===== config.mk =====
export PLATFORM = sky130hd
export DESIGN_NAME = multi_queue_circular_fifo_unit
export DESIGN_NICKNAME = d
export VERILOG_FILES = /design/src/rtl/mqf_pkg.sv /design/src/rtl/multi_queue_circular_fifo_unit.sv /design/src/rtl/mqf_ram.sv /design/src/rtl/mqf_fifo.sv /design/src/rtl/mqf_front.sv /design/src/rtl/mqf_back.sv
export VERILOG_INCLUDE_DIRS = /design/src /design/src/rtl
export SDC_FILE = /design/constraint.sdc
export NUM_CORES = 1
export LEC_CHECK = 0
export BUFFER_PORTS_ARGS = -buffer_cell sky130_fd_sc_hd__buf_2
export CAP_MARGIN = 10
export CORE_ASPECT_RATIO = 1.75
export CORE_UTILIZATION = 45
export CTS_CLUSTER_DIAMETER = 50
export DETAILED_ROUTE_END_ITERATION = 16
export SLEW_MARGIN = 20
export SYNTH_ARGS = -nofsm -noshare
export SYNTH_HDL_FRONTEND = slang
export SYNTH_SLANG_ARGS = --single-unit

===== constraint.sdc =====
create_clock -name i_clk -period 3.5 [get_ports i_clk]
set_input_delay 0.35 -clock i_clk [delete_from_list [all_inputs] [get_ports i_clk]]
set_output_delay 0.35 -clock i_clk [all_outputs]
set_load 0.01 [all_outputs]

===== src/rtl/multi_queue_circular_fifo_unit_assert.svh =====
// Assertion helpers for the multi-queue FIFO unit.
// Both sample on i_clk and are disabled while i_rst_n is low.
`ifndef MULTI_QUEUE_CIRCULAR_FIFO_UNIT_ASSERT_SVH
`define MULTI_QUEUE_CIRCULAR_FIFO_UNIT_ASSERT_SVH

// cond must hold at every clock edge
`define MQF_ASSERT_HOLDS(label, cond, msg) \
    label: assert property (@(posedge i_clk) disable iff (!i_rst_n) (cond)) else $error(msg);

// when ante holds, cons must hold in the same cycle
`define MQF_ASSERT_IMPLIES(label, ante, cons, msg) \
    label: assert property (@(posedge i_clk) disable iff (!i_rst_n) \
        (ante) |-> (cons)) else $error(msg);

`endif


===== src/rtl/mqf_pkg.sv =====
`default_nettype none

package mqf_pkg;

    localparam int DATA_W  = 8;
    localparam int QID_W   = 2;
    localparam int OP_W    = 2;
    localparam int LEVEL_W = 5;

    localparam int DEF_QUEUE_COUNT = 4;
    localparam int DEF_QUEUE_DEPTH = 16;

    localparam int CMD_FIFO_DEPTH = 2;
    localparam int OUT_FIFO_DEPTH = 4;

    localparam logic [OP_W-1:0] OP_PUSH  = 2'd0;
    localparam logic [OP_W-1:0] OP_POP   = 2'd1;
    localparam logic [OP_W-1:0] OP_CLEAR = 2'd2;
    localparam logic [OP_W-1:0] OP_QUERY = 2'd3;

    typedef struct packed {
        logic [OP_W-1:0]   opcode;
        logic [QID_W-1:0]  queue_id;
        logic [DATA_W-1:0] write_data;
    } t_in_beat;

    typedef struct packed {
        logic [DATA_W-1:0]  read_data;
        logic               accepted;
        logic               is_full;
        logic               is_empty;
        logic [LEVEL_W-1:0] fill_level;
    } t_out_beat;

    typedef struct packed {
        logic               accepted;
        logic               is_full;
        logic               is_empty;
        logic [LEVEL_W-1:0] fill_level;
    } t_status;

    typedef struct packed {
        logic    mem_wr;
        logic    mem_rd;
        t_status status;
    } t_cmd_ctl;

endpackage

`default_nettype wire


===== src/rtl/multi_queue_circular_fifo_unit.sv =====
// Multi-queue circular FIFO unit.
// Input channel: present a beat on i_item and raise push; it is taken at a
// clock edge with push high and full low. A beat names an opcode (push, pop,
// clear, query) and a queue. Every beat yields exactly one result beat.
// Result channel: while empty is low, o_result holds the oldest result; it is
// taken at an edge with pop high. Results come out in input order.
// Path: command queue, back-end stage register, then result queue.
// Throughput: one beat per cycle unless the result queue backs up, set by the
// single address that the back end drives to the shared entry memory once per beat.
// Queue status (pointers, full flags) is resolved in the front end at the
// accept edge; memory access happens later in the back end, decoupled by a
// two-entry command queue. A four-entry result queue absorbs a stalled
// receiver; once it and the command queue fill, full goes high and input
// stalls with no beat lost.
// Reset (synchronous, active low) empties every queue and both internal
// queues; stored data bytes are not cleared.
`default_nettype none

`include "multi_queue_circular_fifo_unit_assert.svh"

module multi_queue_circular_fifo_unit import mqf_pkg::*; #(
    parameter int QUEUE_COUNT = DEF_QUEUE_COUNT,
    parameter int QUEUE_DEPTH = DEF_QUEUE_DEPTH,
    localparam int AW  = $clog2(QUEUE_COUNT * QUEUE_DEPTH),
    localparam int OCW = $clog2(OUT_FIFO_DEPTH + 1),
    localparam int CMD_W = $bits(t_cmd_ctl) + AW + DATA_W
) (
    input  wire logic      i_clk,
    input  wire logic      i_rst_n,
    input  wire logic      push,
    output logic           full,
    input  wire t_in_beat  i_item,
    output logic           empty,
    input  wire logic      pop,
    output t_out_beat      o_result
);

    logic              accept;
    t_cmd_ctl          front_ctl;
    logic [AW-1:0]     front_addr;
    logic [DATA_W-1:0] front_wdata;
    logic [CMD_W-1:0]  cmd_rdata;
    logic              cmd_empty;
    logic              cmd_pop;
    t_cmd_ctl          cmd_ctl;
    logic [AW-1:0]     cmd_addr;
    logic [DATA_W-1:0] cmd_wdata;
    logic [OCW-1:0]    out_count;
    logic              out_push;
    logic              out_full;
    t_out_beat         out_beat;

    assign accept = push && !full;

    mqf_front #(
        .QUEUE_COUNT (QUEUE_COUNT),
        .QUEUE_DEPTH (QUEUE_DEPTH)
    ) u_front (
        .i_clk   (i_clk),
        .i_rst_n (i_rst_n),
        .i_valid (accept),
        .i_beat  (i_item),
        .o_ctl   (front_ctl),
        .o_addr  (front_addr),
        .o_wdata (front_wdata)
    );

    mqf_fifo #(
        .WIDTH (CMD_W),
        .DEPTH (CMD_FIFO_DEPTH)
    ) u_cmd_fifo (
        .i_clk   (i_clk),
        .i_rst_n (i_rst_n),
        .i_push  (accept),
        .i_wdata ({front_ctl, front_addr, front_wdata}),
        .o_full  (full),
        .i_pop   (cmd_pop),
        .o_rdata (cmd_rdata),
        .o_empty (cmd_empty),
        .o_count ()
    );

    assign {cmd_ctl, cmd_addr, cmd_wdata} = cmd_rdata;

    mqf_back #(
        .QUEUE_COUNT (QUEUE_COUNT),
        .QUEUE_DEPTH (QUEUE_DEPTH)
    ) u_back (
        .i_clk       (i_clk),
        .i_rst_n     (i_rst_n),
        .i_cmd_valid (!cmd_empty),
        .i_cmd_ctl   (cmd_ctl),
        .i_cmd_addr  (cmd_addr),
        .i_cmd_wdata (cmd_wdata),
        .o_cmd_pop   (cmd_pop),
        .i_out_count (out_count),
        .o_out_push  (out_push),
        .o_out_beat  (out_beat)
    );

    mqf_fifo #(
        .WIDTH ($bits(t_out_beat)),
        .DEPTH (OUT_FIFO_DEPTH)
    ) u_out_fifo (
        .i_clk   (i_clk),
        .i_rst_n (i_rst_n),
        .i_push  (out_push),
        .i_wdata (out_beat),
        .o_full  (out_full),
        .i_pop   (pop),
        .o_rdata (o_result),
        .o_empty (empty),
        .o_count (out_count)
    );

    `MQF_ASSERT_IMPLIES(a_out_no_overflow, out_push, !out_full, "result beat dropped: queue full")
    `MQF_ASSERT_IMPLIES(a_empty_matches_level, out_push, out_beat.is_empty == (out_beat.fill_level == '0), "is_empty disagrees with fill_level")
    `MQF_ASSERT_IMPLIES(a_full_level, out_push && out_beat.is_full, out_beat.fill_level == LEVEL_W'(QUEUE_DEPTH), "full queue with wrong level")
    `MQF_ASSERT_HOLDS(a_cmd_pop_valid, !cmd_pop || !cmd_empty, "back end issued from empty command queue")

endmodule

`default_nettype wire


===== src/rtl/mqf_ram.sv =====
`default_nettype none

module mqf_ram #(
    parameter int WIDTH = 8,
    parameter int DEPTH = 64,
    localparam int AW = (DEPTH > 1) ? $clog2(DEPTH) : 1
) (
    input  wire logic             i_clk,
    input  wire logic             i_we,
    input  wire logic [AW-1:0]    i_waddr,
    input  wire logic [WIDTH-1:0] i_wdata,
    input  wire logic [AW-1:0]    i_raddr,
    output logic      [WIDTH-1:0] o_rdata
);

    logic [WIDTH-1:0] r_mem [DEPTH];
    logic [WIDTH-1:0] r_rdata;

    always_ff @(posedge i_clk) begin
        if (i_we) begin
            r_mem[i_waddr] <= i_wdata;
        end
        r_rdata <= r_mem[i_raddr];
    end

    assign o_rdata = r_rdata;

endmodule

`default_nettype wire


===== src/rtl/mqf_fifo.sv =====
`default_nettype none

module mqf_fifo #(
    parameter int WIDTH = 8,
    parameter int DEPTH = 2,
    localparam int PW = $clog2(DEPTH),
    localparam int CW = $clog2(DEPTH + 1)
) (
    input  wire logic             i_clk,
    input  wire logic             i_rst_n,
    input  wire logic             i_push,
    input  wire logic [WIDTH-1:0] i_wdata,
    output logic                  o_full,
    input  wire logic             i_pop,
    output logic      [WIDTH-1:0] o_rdata,
    output logic                  o_empty,
    output logic      [CW-1:0]    o_count
);

    logic [WIDTH-1:0] r_mem [DEPTH];
    logic [PW-1:0]    r_wr_ptr;
    logic [PW-1:0]    r_rd_ptr;
    logic [CW-1:0]    r_count;
    logic             do_push;
    logic             do_pop;

    function automatic logic [PW-1:0] f_next(input logic [PW-1:0] p);
        return (p == PW'(DEPTH - 1)) ? '0 : p + 1'b1;
    endfunction

    assign o_full  = (r_count == CW'(DEPTH));
    assign o_empty = (r_count == '0);
    assign o_count = r_count;
    assign o_rdata = r_mem[r_rd_ptr];
    assign do_push = i_push && !o_full;
    assign do_pop  = i_pop && !o_empty;

    always_ff @(posedge i_clk) begin
        if (do_push) begin
            r_mem[r_wr_ptr] <= i_wdata;
        end
    end

    always_ff @(posedge i_clk) begin
        if (!i_rst_n) begin
            r_wr_ptr <= '0;
            r_rd_ptr <= '0;
            r_count  <= '0;
        end else begin
            if (do_push) begin
                r_wr_ptr <= f_next(r_wr_ptr);
            end
            if (do_pop) begin
                r_rd_ptr <= f_next(r_rd_ptr);
            end
            r_count <= r_count + CW'(do_push) - CW'(do_pop);
        end
    end

endmodule

`default_nettype wire


===== src/rtl/mqf_front.sv =====
`default_nettype none

module mqf_front import mqf_pkg::*; #(
    parameter int QUEUE_COUNT = DEF_QUEUE_COUNT,
    parameter int QUEUE_DEPTH = DEF_QUEUE_DEPTH,
    localparam int PW = $clog2(QUEUE_DEPTH),
    localparam int QW = (QUEUE_COUNT > 1) ? $clog2(QUEUE_COUNT) : 1,
    localparam int AW = $clog2(QUEUE_COUNT * QUEUE_DEPTH)
) (
    input  wire logic              i_clk,
    input  wire logic              i_rst_n,
    input  wire logic              i_valid,
    input  wire t_in_beat          i_beat,
    output t_cmd_ctl               o_ctl,
    output logic      [AW-1:0]     o_addr,
    output logic      [DATA_W-1:0] o_wdata
);

    logic [PW-1:0]          r_wp [QUEUE_COUNT];
    logic [PW-1:0]          r_rp [QUEUE_COUNT];
    logic [QUEUE_COUNT-1:0] r_full;

    logic               in_range;
    logic [QW-1:0]      q;
    logic [PW-1:0]      wp;
    logic [PW-1:0]      rp;
    logic               fl;
    logic [PW-1:0]      n_wp;
    logic [PW-1:0]      n_rp;
    logic               n_full;
    logic               ok;
    logic [PW-1:0]      ptr_sel;
    logic [LEVEL_W-1:0] lvl;

    function automatic logic [PW-1:0] f_adv(input logic [PW-1:0] p);
        return (p == PW'(QUEUE_DEPTH - 1)) ? '0 : p + 1'b1;
    endfunction

    assign in_range = (int'(i_beat.queue_id) < QUEUE_COUNT);
    assign q        = QW'(i_beat.queue_id);
    assign wp       = r_wp[q];
    assign rp       = r_rp[q];
    assign fl       = r_full[q];

    always_comb begin
        n_wp   = wp;
        n_rp   = rp;
        n_full = fl;
        ok     = 1'b0;
        unique case (i_beat.opcode)
            OP_PUSH: begin
                if (!fl) begin
                    n_wp   = f_adv(wp);
                    n_full = (f_adv(wp) == rp);
                    ok     = 1'b1;
                end
            end
            OP_POP: begin
                if (fl || wp != rp) begin
                    n_rp   = f_adv(rp);
                    n_full = 1'b0;
                    ok     = 1'b1;
                end
            end
            OP_CLEAR: begin
                n_wp   = '0;
                n_rp   = '0;
                n_full = 1'b0;
            end
            OP_QUERY: begin
            end
        endcase
    end

    assign lvl = n_full ? LEVEL_W'(QUEUE_DEPTH)
                        : (LEVEL_W'(n_wp) - LEVEL_W'(n_rp)
                           + ((n_wp < n_rp) ? LEVEL_W'(QUEUE_DEPTH) : '0));

    always_comb begin
        if (in_range) begin
            o_ctl.mem_wr              = ok && (i_beat.opcode == OP_PUSH);
            o_ctl.mem_rd              = ok && (i_beat.opcode == OP_POP);
            o_ctl.status.accepted     = ok;
            o_ctl.status.is_full      = n_full;
            o_ctl.status.is_empty     = (lvl == '0);
            o_ctl.status.fill_level   = lvl;
        end else begin
            o_ctl.mem_wr              = 1'b0;
            o_ctl.mem_rd              = 1'b0;
            o_ctl.status.accepted     = 1'b0;
            o_ctl.status.is_full      = 1'b0;
            o_ctl.status.is_empty     = 1'b1;
            o_ctl.status.fill_level   = '0;
        end
    end

    assign ptr_sel = (i_beat.opcode == OP_PUSH) ? wp : rp;
    assign o_addr  = AW'(int'(q) * QUEUE_DEPTH + int'(ptr_sel));
    assign o_wdata = i_beat.write_data;

    always_ff @(posedge i_clk) begin
        if (!i_rst_n) begin
            for (int i = 0; i < QUEUE_COUNT; i++) begin
                r_wp[i] <= '0;
                r_rp[i] <= '0;
            end
            r_full <= '0;
        end else if (i_valid && in_range) begin
            r_wp[q]   <= n_wp;
            r_rp[q]   <= n_rp;
            r_full[q] <= n_full;
        end
    end

endmodule

`default_nettype wire


===== src/rtl/mqf_back.sv =====
`default_nettype none

module mqf_back import mqf_pkg::*; #(
    parameter int QUEUE_COUNT = DEF_QUEUE_COUNT,
    parameter int QUEUE_DEPTH = DEF_QUEUE_DEPTH,
    localparam int AW  = $clog2(QUEUE_COUNT * QUEUE_DEPTH),
    localparam int OCW = $clog2(OUT_FIFO_DEPTH + 1)
) (
    input  wire logic              i_clk,
    input  wire logic              i_rst_n,
    input  wire logic              i_cmd_valid,
    input  wire t_cmd_ctl          i_cmd_ctl,
    input  wire logic [AW-1:0]     i_cmd_addr,
    input  wire logic [DATA_W-1:0] i_cmd_wdata,
    output logic                   o_cmd_pop,
    input  wire logic [OCW-1:0]    i_out_count,
    output logic                   o_out_push,
    output t_out_beat              o_out_beat
);

    logic              issue;
    logic              r_s1_valid;
    t_cmd_ctl          r_s1_ctl;
    logic [DATA_W-1:0] ram_rdata;

    // issue only with room reserved in the result queue for the beat in flight
    assign issue = i_cmd_valid
                && ((int'(i_out_count) + int'(r_s1_valid)) < OUT_FIFO_DEPTH);
    assign o_cmd_pop = issue;

    mqf_ram #(
        .WIDTH (DATA_W),
        .DEPTH (QUEUE_COUNT * QUEUE_DEPTH)
    ) u_ram (
        .i_clk   (i_clk),
        .i_we    (issue && i_cmd_ctl.mem_wr),
        .i_waddr (i_cmd_addr),
        .i_wdata (i_cmd_wdata),
        .i_raddr (i_cmd_addr),
        .o_rdata (ram_rdata)
    );

    always_ff @(posedge i_clk) begin
        if (!i_rst_n) begin
            r_s1_valid <= 1'b0;
        end else begin
            r_s1_valid <= issue;
        end
    end

    always_ff @(posedge i_clk) begin
        if (issue) begin
            r_s1_ctl <= i_cmd_ctl;
        end
    end

    assign o_out_push            = r_s1_valid;
    assign o_out_beat.read_data  = r_s1_ctl.mem_rd ? ram_rdata : '0;
    assign o_out_beat.accepted   = r_s1_ctl.status.accepted;
    assign o_out_beat.is_full    = r_s1_ctl.status.is_full;
    assign o_out_beat.is_empty   = r_s1_ctl.status.is_empty;
    assign o_out_beat.fill_level = r_s1_ctl.status.fill_level;

endmodule

`default_nettype wire


Yosys cells after proc, flatten, opt, wreduce, memory -nomap -nowiden
Memory sizes are Yosys's and may differ from the RTL's. A register that Yosys moved wholly into a read port is not among the register bits.
Cells that the tools add are included.

word-level totals
  output and inout port bits = 18
  memories = 5
  flip-flop bits (word level) = 25
  RAM bits = 656
  input port bits = 16
  word-level logic and storage cells = 112

cells by class
  equality and inequality tests = 10
  magnitude comparators = 4
  add/subtract/negate cells = 14
  reductions and logical operators = 21
  multiplexer cells = 45

memories
  name                words  bits a word  rd ports  clocked after Yosys merged registers in  wr ports  RTL line         text
  u_back.u_ram.r_mem  64     8            1         1                                        1         mqf_ram.sv:16    logic [WIDTH-1:0] r_mem [DEPTH];
  u_out_fifo.r_mem    4      16           1         1                                        1         mqf_fifo.sv:20   logic [WIDTH-1:0] r_mem [DEPTH];
  u_cmd_fifo.r_mem    2      24           1         1                                        1         mqf_fifo.sv:20
  u_front.r_rp        4      4            1         0                                        4         mqf_front.sv:20  logic [PW-1:0] r_rp [QUEUE_COUNT];
  u_front.r_wp        4      4            1         0                                        4         mqf_front.sv:19  logic [PW-1:0] r_wp [QUEUE_COUNT];

operators by type and width
  cell                 count
  $lt 32x4->1 const B  1
  $mux 4               7
  $mux 1               22
  $pmux 4 s2           2
  $mux 2               6
  $logic_and 1x1->1    10
  $mux 5               2
  $add 4x1->4 const B  2
  $eq 2x2->1 const B   4
  $eq 4x4->1 const B   2
  $mux 8               1
  $reduce_or 4->1      2
  $add 6x4->6          1
  $add 5x5->5          1
  $logic_not 5->1      1
  $sub 4x4->5          1
  $add 2x1->2 const B  2
  $add 3x1->4          1
  $bwmux 4             1
  $eq 4x4->1           1
  $logic_not 1->1      4
  $logic_not 2->1      2
  $lt 4x4->1           1
  $ne 4x4->1           1
  15 further kinds     16

Depth between registers and ports, before layout
Gate-level depths: netlist of run 1.

  depth after elaboration = 10
  mapped depth = 16
  mapped depth without buffers = 14

Cells and area by module
From an unflattened synthesis of run 1, not the netlist that was laid out.

second synthesis, totals
  cells, all modules = 1,427
  area total of the unflattened synthesis = 27,865.5 um^2

modules (own cells, without submodules)
  module                          area an instance (um^2)  instances  sequential area each (um^2)  cells each
  mqf_ram                         20,166.8                 1          15,534.9                     940
  mqf_fifo (u_out_fifo)           2,827.7                  1          2,102.0                      136
  mqf_front                       2,339.7                  1          1,041.0                      215
  mqf_fifo (u_cmd_fifo)           2,072.0                  1          1,541.5                      102
  mqf_back                        441.7                    1          290.3                        32
  multi_queue_circular_fifo_unit  17.5                     1          0.0                          2

Least setup slack after synthesis of run 1
OpenSTA, ideal clock, no wires.

  kind = input port to flip-flop
  start point = in i_item[8] (netlist bit)
  end point = mem u_cmd_fifo.r_mem[0][19] (netlist bit), data pin
  stages = 14
  buffers on the path = 2
  arrival = 3,364 ps
  setup slack = -40 ps
  cell sequence = buf_6 > buf_4 > mux4_2 > xnor2_1 > nand4_1 > o21ai_0 > o2bb2ai_1 > a22oi_1 > ha_1 > a21o_1 > a21oi_1 > xnor2_1 > xor2_1 > nor3b_1

RTL lines
  item             RTL line                              text
  start, declared  multi_queue_circular_fifo_unit.sv:32  input wire t_in_beat i_item,
  end, declared    mqf_fifo.sv:20

==> run_results.csv, run 1 <==
group,metric,value,unit
outcome,outcome,"completed",
grt,grt_overflow,0,
cells_and_area,num_antenna_cells,0,
logic_synthesis,synth_top_area_share,76.1,%
die,dieArea,59300,sq um
placement,gp_congestion,0.901,
timing,rsz0062_at_grt,"false",
power,switching_share,29.5,%
timing,maxSlewHeadroom,29.7,%
logic_synthesis,syn_nets,1553,
cells_and_area,n_fill_cell,4744,
worst_setup_path,cp.arrival,3.73,ns
power,power_switching,6.46,mW
logic_synthesis,ys_ff_latch,692,
timing,finalClockSkew,0.0210,ns
power,combPwrFrac,22.9,%
power,powerDensity,722,nW/um^2
route,drc,0,
logic_synthesis,yosys-top-cells-count,"edfxtp_1 (665), a22oi_1 (257), nor2_1 (110)",
route,via_per_inst,5.88,
die,ios,34,
route,wl_per_cell,26.4,microns
cells_and_area,multi_input_area,5370,sq um
logic_synthesis,synthTopCellsByArea,"edfxtp_1 (76%), a22oi_1 (7.4%), mux4_2 (2.1%)",
cells_and_area,layoutNonFillerInstCount,2493,
timing,post-route-period-util,94.8,%
clock_network,clock_path_buffers,3,
worst_setup_path,required,3.91,ns
worst_setup_path,crit_fanout,2,
grt,antenna_found_initial,1,
worst_setup_path,crit_type,"reg -> reg",
timing,min_period,3.32,ns
timing,fmax,301,MHz
clock_network,clkLatencyLatePin,0.61,ns
route,drt_iter0_drc,1153,
logic_synthesis,yosysWarnings,0,
timing,setup_viol,0,
power,cellInternalPower,15.4,mW
worst_setup_path,reg2regPathDepth,11,
clock_network,clock-root-buffer,"clkbuf_16",
timing,maxSlewViolCount,0,
placement,place_inst,2381,
clock_network,cts.reportedPaths.clkPinSlew,0.07,ns
logic_synthesis,synth_cell_type_count,50,
logic_synthesis,syn-instance-count,1516,
logic_synthesis,synth_edf_count,665,
route,routed_wl,65.9,mm
route,dr.pass1.iters,5,
placement,place_hpwl,41.3,mm
logic_synthesis,async_reset_ff_share,0,%
power,irDropWorstVdd,0.000536,V
timing,layout_setup_ws,0.183,ns
logic_synthesis,synth_ff_type,"edfxtp_1",
cells_and_area,drive_above_1_share,19.0,%
placement,place_ws,-0.268,ns
die,start_util,45.7,%
hold_path,hold_class,"in -> reg",
worst_setup_path,cp-start-kind,"flop",
grt,grt_max_degree,65,
clock_network,tritoncts,"done",
clock_network,cts_max_level,2,
clock_network,postCtsSetupBuffers,0,
logic_synthesis,yosys.area.top_type,"edfxtp_1",
worst_setup_path,end_kind,"flop",
logic_synthesis,yosysSeqAreaShare,78.1,%
clock_network,cts_sinks,692,
cells_and_area,regArea,20500,sq um
power,power.leakage,9.73,nW
grt,grt_pass1_vias,14900,
logic_synthesis,synth.avg_cell_area,17.3,sq um
logic_synthesis,syn-cell-area,26200,sq um
hold_path,worstHoldPathCells,4,
job,drv_cap,0,
timing,finalHoldViolCount,0,
die,core_area,57500,sq um
route,vias,14700,
power,power.share.sequential,47.7,%
grt,track_usage,22.8,%
cells_and_area,area_delta_synth_final,15.5,%
clock_network,cts_buffers,55,
grt,grt_pass1_wl,97.3,mm
power,clockPowerShare,29.4,%
cells_and_area,fin_nets,1716,
timing,tightestPinTransition,1.05,ns
logic_synthesis,yosys.cell_count.top_type,"edfxtp_1",
die,num_rows,116,
route,antenna_left,0,
placement,io_buffers,33,
die,die_x,185,microns
die,die_y,321,microns
## critical path: stages, from the launching register on
cell	delay, ns
edfxtp_1	0.42
mux4_2	0.53
xnor2_1	0.16
and4_1	0.23
a21boi_0	0.26
nor2_1	0.09
a221oi_1	0.33
ha_1	0.32
a21oi_1	0.17
xnor2_1	0.15
xor2_1	0.20
nor3b_1	0.27
## final cells by class
class,instances,share of cell area [%]
multi-input combinational,715,17.7
clock inverter,40,1.44
tap,767,3.17
sequential,692,67.7
clock buffer,64,4.68
timing repair buffer,186,4.98
inverter,29,0.359
## metal layers
layer | global-route usage [%] | vias to the layer above | part of all wire [%]
met3 | 2.76 | 135 | 4.7
met2 | 41.5 | 505 | 54
met5 | 0 | - | 0.017
met4 | 11.2 | 2 | 4.9
li1 | - | 6467 | -
met1 | 26.1 | 7554 | 36
## power by group through the flow
stage | Combinational [mW] | Sequential, mW | Clock, mW
2_1_floorplan | 2.75 | 10.5 | 0
3_3_place_gp | 4.97 | 10.6 | 0
3_5_place_dp | 5.03 | 10.6 | 0
4_1_cts | 5.06 | 10.4 | 6.52
5_1_grt | 5.34 | 10.5 | 6.81
6_report | 5.02 | 10.4 | 6.43
## state kept, by name, summed over array words and instances, names as in the netlist, 2 cells and up, named ones only
register,cells
u_out_fifo.r_rd_ptr,2
u_out_fifo.o_count,3
u_front.r_wp,16
u_back.o_out_beat,8
u_cmd_fifo.r_mem,48
u_out_fifo.r_wr_ptr,2
u_cmd_fifo.o_count,2
u_front.r_rp,16
u_back.u_ram.o_rdata,8
u_back.u_ram.r_mem,512
u_front.r_full,4
u_out_fifo.r_mem,64
## cells by family (layout without fill, tap and decap cells)
logic type / after synthesis / count (layout) / share of synthesized area (%)
and+or+nand+nor: 252 / 252 / 4.57
adders and majority gates: 21 / 21 / 1.06
AOI/OAI and AO/OA: 358 / 358 / 10.2
buffers and inverters: 109 / 319 / 1.62
muxes: 63 / 63 / 3.71
xor gates and xnor gates: 21 / 21 / 0.701
DFF: 692 / 692 / 78.1
## repair_timing
action | in CTS | in global routing
resized for setup | 0 | 1
endpoints found under the hold margin | 16 | 0
setup endpoints to repair | 0 | 4
hold buffers | 8 | 0
## through the flow
step	instance area (sq um)	hold slack [ns]	util, %	power, mW	TNS [ns]
global placement	28400	0.486	49.4	15.6	-0.782
global route	30300	0.212	52.7	22.6	0
floorplan	26300	0.449	-	13.2	0
finish	30300	0.202	52.7	21.9	0
CTS	30300	0.181	52.7	22.0	0
detailed placement	28400	0.492	49.4	15.7	-1.52
## cells in the final DEF, fill, tap and decap left out, types with 5 or more instances in the layout
master         Yosys  routed
dfxtp_1           27      27
nor2b_1           10      10
nand2_1           33      33
clkinv_1           0      12
edfxtp_1         665     665
xor2_1             6       6
clkinv_2           0      11
a21oi_1           27      27
inv_1             29      29
mux2_2            25      23
clkbuf_1          65       8
mux4_2            25      25
a22oi_1          257     256
buf_12             0      14
and2_1            22      22
nand3_1            8       8
xnor2_1           15      15
ha_1              19      19
mux2i_1           13      13
nor3_2             0       8
a41oi_1           35      35
buf_4              1     131
nor3_1            19      11
buf_2              3      33
clkbuf_16          0      55
dlygate4sd3_1      0       8
nand2b_1           5       5
nand4_1           34      34
bufinv_16          0       9
o21ai_0           10       9
nor2_1           110     109
## path summary, 6_finish.rpt
kind | startpoint | to | slack (ns)
worst min-delay path | pop | u_out_fifo.r_rd_ptr[0]$_SDFFE_PN0P_ | 0.20
worst min register to register | u_front.r_full[2]$_SDFFE_PN0P_ | u_front.r_full[2]$_SDFFE_PN0P_ | 0.51
worst max-delay path | u_front.r_rp[2][2]$_SDFFCE_PN0P_ | u_cmd_fifo.r_mem[1][19]$_DFFE_PP_ | 0.18
worst max register to register | u_front.r_rp[2][2]$_SDFFCE_PN0P_ | u_cmd_fifo.r_mem[1][19]$_DFFE_PP_ | 0.18
Power figures use the tool's default switching activity.
==> inputs of run 2 (changes only) <==
==> constraint.sdc (replaced) <==
create_clock -name i_clk -period 3.7 [get_ports i_clk]
set_input_delay 0.37 -clock i_clk [delete_from_list [all_inputs] [get_ports i_clk]]
set_output_delay 0.37 -clock i_clk [all_outputs]
set_load 0.01 [all_outputs]
==> run 2 against run 1 <==
- combinational power decreased by 8.2%
- fmax fell by 2.3%
- global-route usage increased by 0.070 points
==> run_results.csv, run 2 (synthesis gave the netlist of run 1 again) <==
group,metric,value,unit
die,core_area,57500,sq um
timing,layout_setup_ws,0.303,ns
worst_setup_path,required,4.10,ns
power,powerDensity,680,nW/um^2
route,wl_per_cell,26.8,microns
grt,antenna_found_initial,0,
clock_network,postCtsSetupBuffers,0,
route,drc,0,
worst_setup_path,slowest_stage,"mux4_2",
worst_setup_path,path_common_cell,"xnor2_1",
clock_network,cts_max_level,2,
cells_and_area,final_cell_mix,"edfxtp_1 (665), a22oi_1 (257), buf_4 (115)",
grt,grt_max_degree,66,
timing,tightestPinTransition,0.962,ns
die,dieArea,59300,sq um
placement,placed_cell_area,28100,sq um
cells_and_area,n_fill_cell,4725,
cells_and_area,layout.cells.most_common,"edfxtp_1",
worst_setup_path,crit_fanout,3,
die,num_rows,116,
route,drt_iter0_drc,1230,
timing,tns,0,ns
timing,finalHoldViolCount,0,
worst_setup_path,max_stage_delay,0.52,ns
timing,finalClockSkew,0.0113,ns
power,power.leakage,9.55,nW
timing,min_period,3.40,ns
timing,rsz0062_at_grt,"false",
worst_setup_path,cp.arrival,3.80,ns
placement,place_inst,2357,
cells_and_area,top_register,"u_back.u_ram.r_mem",
die,die_y,321,microns
die,die_x,185,microns
job,drv_cap,0,
clock_network,tritoncts,"done",
cells_and_area,num_antenna_cells,0,
clock_network,cts_sinks,692,
timing,fmax,294,MHz
worst_setup_path,worstPathCellList,"mux4_2 -> xnor2_1 -> nand4_1 -> nor2_1 -> o2bb2ai_1 -> a22oi_1 -> ha_1 -> a21o_1 -> a21oi_1 -> xnor2_1 -> xor2_1 -> nor3b_1",
route,dr.pass1.iters,5,
timing,maxSlewViolCount,0,
grt,grt_pass1_wl,97.3,mm
hold_path,hold_class,"in -> reg",
placement,place_hpwl,40.5,mm
route,routed_wl,66.2,mm
timing,post-route-period-util,91.8,%
worst_setup_path,crit_type,"reg -> reg",
cells_and_area,drive_above_1_share,17.5,%
worst_setup_path,end_kind,"flop",
clock_network,clkLatencyLatePin,0.61,ns
cells_and_area,design_area,30000,sq um
outcome,outcome,"completed",
placement,gp_congestion,0.957,
placement,place_ws,-0.138,ns
cells_and_area,reg_top3,"u_back.u_ram.r_mem x512, u_out_fifo.r_mem x64, u_cmd_fifo.r_mem x48",
die,ios,34,
power,irDropWorstVdd,0.000548,V
placement,io_buffers,33,
route,via_per_inst,5.91,
grt,grt_overflow,0,
worst_setup_path,cp-start-kind,"flop",
route,vias,14600,
die,start_util,45.7,%
cells_and_area,area_delta_synth_final,14.2,%
clock_network,clock_path_buffers,3,
clock_network,cts.reportedPaths.clkPinSlew,0.07,ns
timing,setup_viol,0,
cells_and_area,largest_register_ffs,512,
grt,track_usage,22.8,%
clock_network,cts_buffers,55,
clock_network,clock-root-buffer,"clkbuf_16",
route,antenna_left,0,
cells_and_area,layoutNonFillerInstCount,2467,
cells_and_area,fin_nets,1692,
timing,maxSlewHeadroom,35.6,%
power,power.total,20.4,mW
grt,grt_pass1_vias,15000,
## run 2: final cells by class
class                   instances  area (sq um)  share of cell area [%]
repair buffers                162          1230                    4.10
well taps                     767           960                    3.20
clock buffers                  65          1440                    4.79
clock inverters                37           362                    1.21
multi-input cells             715          5370                    17.9
inverters                      29           109                   0.363
flip-flops and latches        692         20500                    68.4
## run 2: path summary, 6_finish.rpt
path / cells past startpoint / end / start / slack [ns]
hold / removal: 2 / u_cmd_fifo.r_wr_ptr$_SDFFE_PN0P_ / i_rst_n / 0.22
hold reg to reg: 2 / u_front.r_full[2]$_SDFFE_PN0P_ / u_front.r_full[2]$_SDFFE_PN0P_ / 0.50
setup reg to reg: 12 / u_cmd_fifo.r_mem[1][19]$_DFFE_PP_ / u_front.r_rp[3][2]$_DFFE_PP_ / 0.30
setup / recovery: 12 / u_cmd_fifo.r_mem[1][19]$_DFFE_PP_ / u_front.r_rp[3][2]$_DFFE_PP_ / 0.30
## run 2: metal layers
metal / part of all wire, % / wire (microns) / vias to the layer above / GRT usage [%]
met5: 0 / 0 / - / 0
met4: 5.3 / 3520 / 0 / 12.0
met3: 5.5 / 3620 / 160 / 2.85
met2: 54 / 35600 / 533 / 41.8
met1: 35 / 23400 / 7477 / 25.7
li1: - / - / 6409 / -
## run 2: through the flow
stage               hold WS, ns  util (%)
finish                    0.220      52.1
CTS                       0.178      52.1
global route              0.204      52.1
detailed placement        0.482      48.9
floorplan                 0.449         -
global placement          0.476      48.9
## run 2: critical path, delay by kind of cell (launching register included)
kind	cells	cell delay (ns)
AND/OR/NAND/NOR	3	0.80
XOR/XNOR	3	0.58
AO/OA/AOI/OAI	4	0.57
multiplexers	1	0.52
flip-flops	1	0.42
adder cells (fa/ha/maj)	1	0.31
## run 2: where the power goes
part,switching [mW],internal (mW)
Clock,2.70,3.21
Sequential,0.206,9.67
Combinational,3.19,1.41
Total,6.10,14.3
## run 2: repair_timing
action | 4_1_cts | 5_1_grt
hold buffers | 8 | 0
setup endpoints to repair | 0 | 2
endpoints found under the hold margin | 16 | 0
gates resized for setup | 0 | 1
==> inputs of run 3 (changes only) <==
--- a/config.mk
+++ b/config.mk
@@ -8,10 +8,13 @@
 export LEC_CHECK = 0
 export BUFFER_PORTS_ARGS = -buffer_cell sky130_fd_sc_hd__buf_2
 export CAP_MARGIN = 10
+export CELL_PAD_IN_SITES_DETAIL_PLACEMENT = 1
+export CELL_PAD_IN_SITES_GLOBAL_PLACEMENT = 1
 export CORE_ASPECT_RATIO = 1.75
 export CORE_UTILIZATION = 45
 export CTS_CLUSTER_DIAMETER = 50
 export DETAILED_ROUTE_END_ITERATION = 16
+export PLACE_DENSITY_LB_ADDON = 0.1
 export SLEW_MARGIN = 20
 export SYNTH_ARGS = -nofsm -noshare
 export SYNTH_HDL_FRONTEND = slang
==> constraint.sdc (replaced) <==
create_clock -name i_clk -period 3.7 [get_ports i_clk]
set_input_delay 0.74 -clock i_clk [delete_from_list [all_inputs] [get_ports i_clk]]
set_output_delay 0.74 -clock i_clk [all_outputs]
set_load 0.01 [all_outputs]
==> run 3 against run 2 <==
- power rose by 4.3%
- die area unchanged
- global-route usage rose by 2.1 points
- largest cell class unchanged
- critical path depth increased by 1
- via count is 0.49% higher
- fmax shrank 1.3%
- count of clock-buffer cells in the layout increased by 7
- largest power group unchanged
- first-iteration DRC count down 13%
- combinational power up 7.2%
- sequential cell count unchanged
==> run_results.csv, run 3 (synthesis gave the netlist of run 1 again) <==
group,metric,value,unit
outcome,outcome,"completed",
die,num_rows,116,
placement,gp_congestion,0.889,
power,cellInternalPower,14.8,mW
cells_and_area,num_antenna_cells,0,
die,dieArea,59300,sq um
timing,rsz0062_at_grt,"false",
clock_network,tritoncts,"done",
clock_network,postCtsSetupBuffers,0,
clock_network,cts_max_level,2,
hold_path,hold_path_startpoint,"i_item[7]",
clock_network,cts_sinks,692,
die,die_x,185,microns
power,clockPowerShare,30.4,%
clock_network,clock-root-buffer,"clkbuf_16",
cells_and_area,layout.cells.most_common,"edfxtp_1",
timing,min_period,3.44,ns
grt,track_usage,25.0,%
clock_network,cts_buffers,61,
timing,tightestPinTransition,0.932,ns
route,antenna_left,0,
timing,maxSlewHeadroom,37.8,%
grt,antenna_found_initial,0,
timing,maxSlewViolCount,0,
die,die_y,321,microns
cells_and_area,reg_top3,"u_back.u_ram.r_mem x512, u_out_fifo.r_mem x64, u_cmd_fifo.r_mem x48",
power,combPwrFrac,23.2,%
cells_and_area,final_cell_mix,"edfxtp_1 (665), a22oi_1 (256), buf_4 (139)",
die,start_util,45.7,%
worst_setup_path,slowest_stage,"mux4_2",
placement,place_inst,2387,
route,via_per_inst,5.86,
grt,grt_pass1_wl,106,mm
cells_and_area,multi_input_area,5380,sq um
die,core_area,57500,sq um
clock_network,cts.reportedPaths.clkPinSlew,0.07,ns
cells_and_area,layoutNonFillerInstCount,2500,
clock_network,cts_hold_buf,0,
route,drt_iter0_drc,1067,
worst_setup_path,worstPathCellList,"buf_2 -> mux4_2 -> xnor2_1 -> nand4_1 -> o21ai_1 -> o2bb2ai_1 -> a22oi_1 -> inv_1 -> ha_1 -> inv_1 -> fa_1 -> nand3b_1 -> nor3b_2",
hold_path,hold_class,"in -> reg",
clock_network,clock_path_buffers,3,
timing,fmax,291,MHz
worst_setup_path,max_stage_delay,0.61,ns
worst_setup_path,crit_fanout,11,
timing,post-route-period-util,93.0,%
power,irDropWorstVdd,0.000452,V
worst_setup_path,timing.rr.start,"u_front.r_wp[3][2]$_DFFE_PP_",
cells_and_area,top_register,"u_back.u_ram.r_mem",
cells_and_area,drive_above_1_share,19.8,%
placement,io_buffers,33,
cells_and_area,fin_nets,1720,
grt,grt_pass1_vias,15900,
power,powerDensity,699,nW/um^2
placement,place_hpwl,46.4,mm
timing,setup_viol,0,
power,power.leakage,9.80,nW
route,dr.pass1.iters,5,
grt,grt_overflow,0,
route,drc,0,
grt,grt_max_degree,65,
worst_setup_path,path_common_cell,"inv_1",
cells_and_area,largest_register_ffs,512,
worst_setup_path,end_kind,"flop",
die,ios,34,
worst_setup_path,cp-start-kind,"input pin",
worst_setup_path,cp.arrival,3.88,ns
cells_and_area,n_fill_cell,5403,
power,power_switching,6.43,mW
placement,place_ws,-0.373,ns
worst_setup_path,critPathLaunch,"i_item[8]",
worst_setup_path,crit_type,"in -> reg",
route,wl_per_cell,28.7,microns
timing,fin_hold_ws,0.300,ns
clock_network,clkLatencyLatePin,0.64,ns
cells_and_area,area_delta_synth_final,15.9,%
cells_and_area,regArea,20500,sq um
power,power.share.sequential,46.4,%
power,switching_share,30.2,%
worst_setup_path,required,4.14,ns
clock_network,cts_resized,0,
timing,finalHoldViolCount,0,
route,routed_wl,71.8,mm
cells_and_area,final_util,52.9,%
route,vias,14700,
job,drv_cap,0,
timing,finalClockSkew,0.0349,ns
timing,layout_setup_ws,0.259,ns
==> run 3: cell types whose count changed in the layout (fill, tap and decap cells not counted), moves of 2 or more <==
cell	before	now
clkinv_2	6	13
clkbuf_16	56	61
buf_12	6	12
clkbuf_8	0	2
dlygate4sd3_1	8	0
mux2_4	3	0
clkinvlp_4	4	1
buf_4	115	139
clkinv_4	4	1
bufinv_16	6	8
mux2_2	22	25
==> run 3: final timing paths <==
path	slack, ns	endpoint	cells after the start
max	0.26	u_cmd_fifo.r_mem[1][19]$_DFFE_PP_	13
min	0.30	u_cmd_fifo.r_mem[1][7]$_DFFE_PP_	1
max reg2reg	0.35	u_cmd_fifo.r_mem[1][19]$_DFFE_PP_	12
min reg2reg	0.48	u_front.r_full[2]$_SDFFE_PN0P_	2
==> run 3: power by group through the flow <==
| stage | Clock [mW] | Combinational (mW) | Sequential (mW) |
|---|---|---|---|
| 2_1_floorplan | 0 | 2.61 | 9.93 |
| 3_3_place_gp | 0 | 4.85 | 10.0 |
| 3_5_place_dp | 0 | 4.98 | 10.0 |
| 4_1_cts | 6.61 | 5.01 | 9.88 |
| 5_1_grt | 6.85 | 5.24 | 9.90 |
| 6_report | 6.46 | 4.94 | 9.87 |
==> run 3: area by class of cell <==
| cell class | count | share of cell area [%] |
|---|---|---|
| Timing Repair Buffer | 184 | 4.76 |
| Tap cell | 767 | 3.15 |
| Multi-Input combinational cell | 715 | 17.7 |
| Sequential cell | 692 | 67.4 |
| Inverter | 29 | 0.358 |
| Clock inverter | 41 | 1.42 |
| Clock buffer | 72 | 5.22 |
==> run 3: through the flow <==
step / TNS [ns] / total power, mW / cell area, sq um
finish: 0 / 21.3 / 30400
global placement: -1.50 / 14.9 / 28400
CTS: 0 / 21.5 / 30400
floorplan: 0 / 12.5 / 26300
global route: 0 / 22.0 / 30400
detailed placement: -2.74 / 15.0 / 28400
==> run 3: worst max-delay path: cells and delay by family <==
family,cells,cell delay [ns]
adder cells (fa/ha/maj),2,0.65
AND/OR/NAND/NOR,3,0.64
multiplexers,1,0.61
AO/OA/AOI/OAI,3,0.53
buffers and inverters,3,0.47
XOR/XNOR,1,0.25
==> run 3: metal layers <==
| layer | wire length, microns | share of wire [%] | GRT usage, % | vias up |
|---|---|---|---|---|
| met5 | 0 | 0 | 0 | - |
| met4 | 2990 | 4.2 | 10.2 | 0 |
| met3 | 2620 | 3.6 | 2.75 | 115 |
| met2 | 40100 | 56 | 47.1 | 354 |
| met1 | 26100 | 36 | 28.2 | 7699 |
| li1 | - | - | - | 6483 |
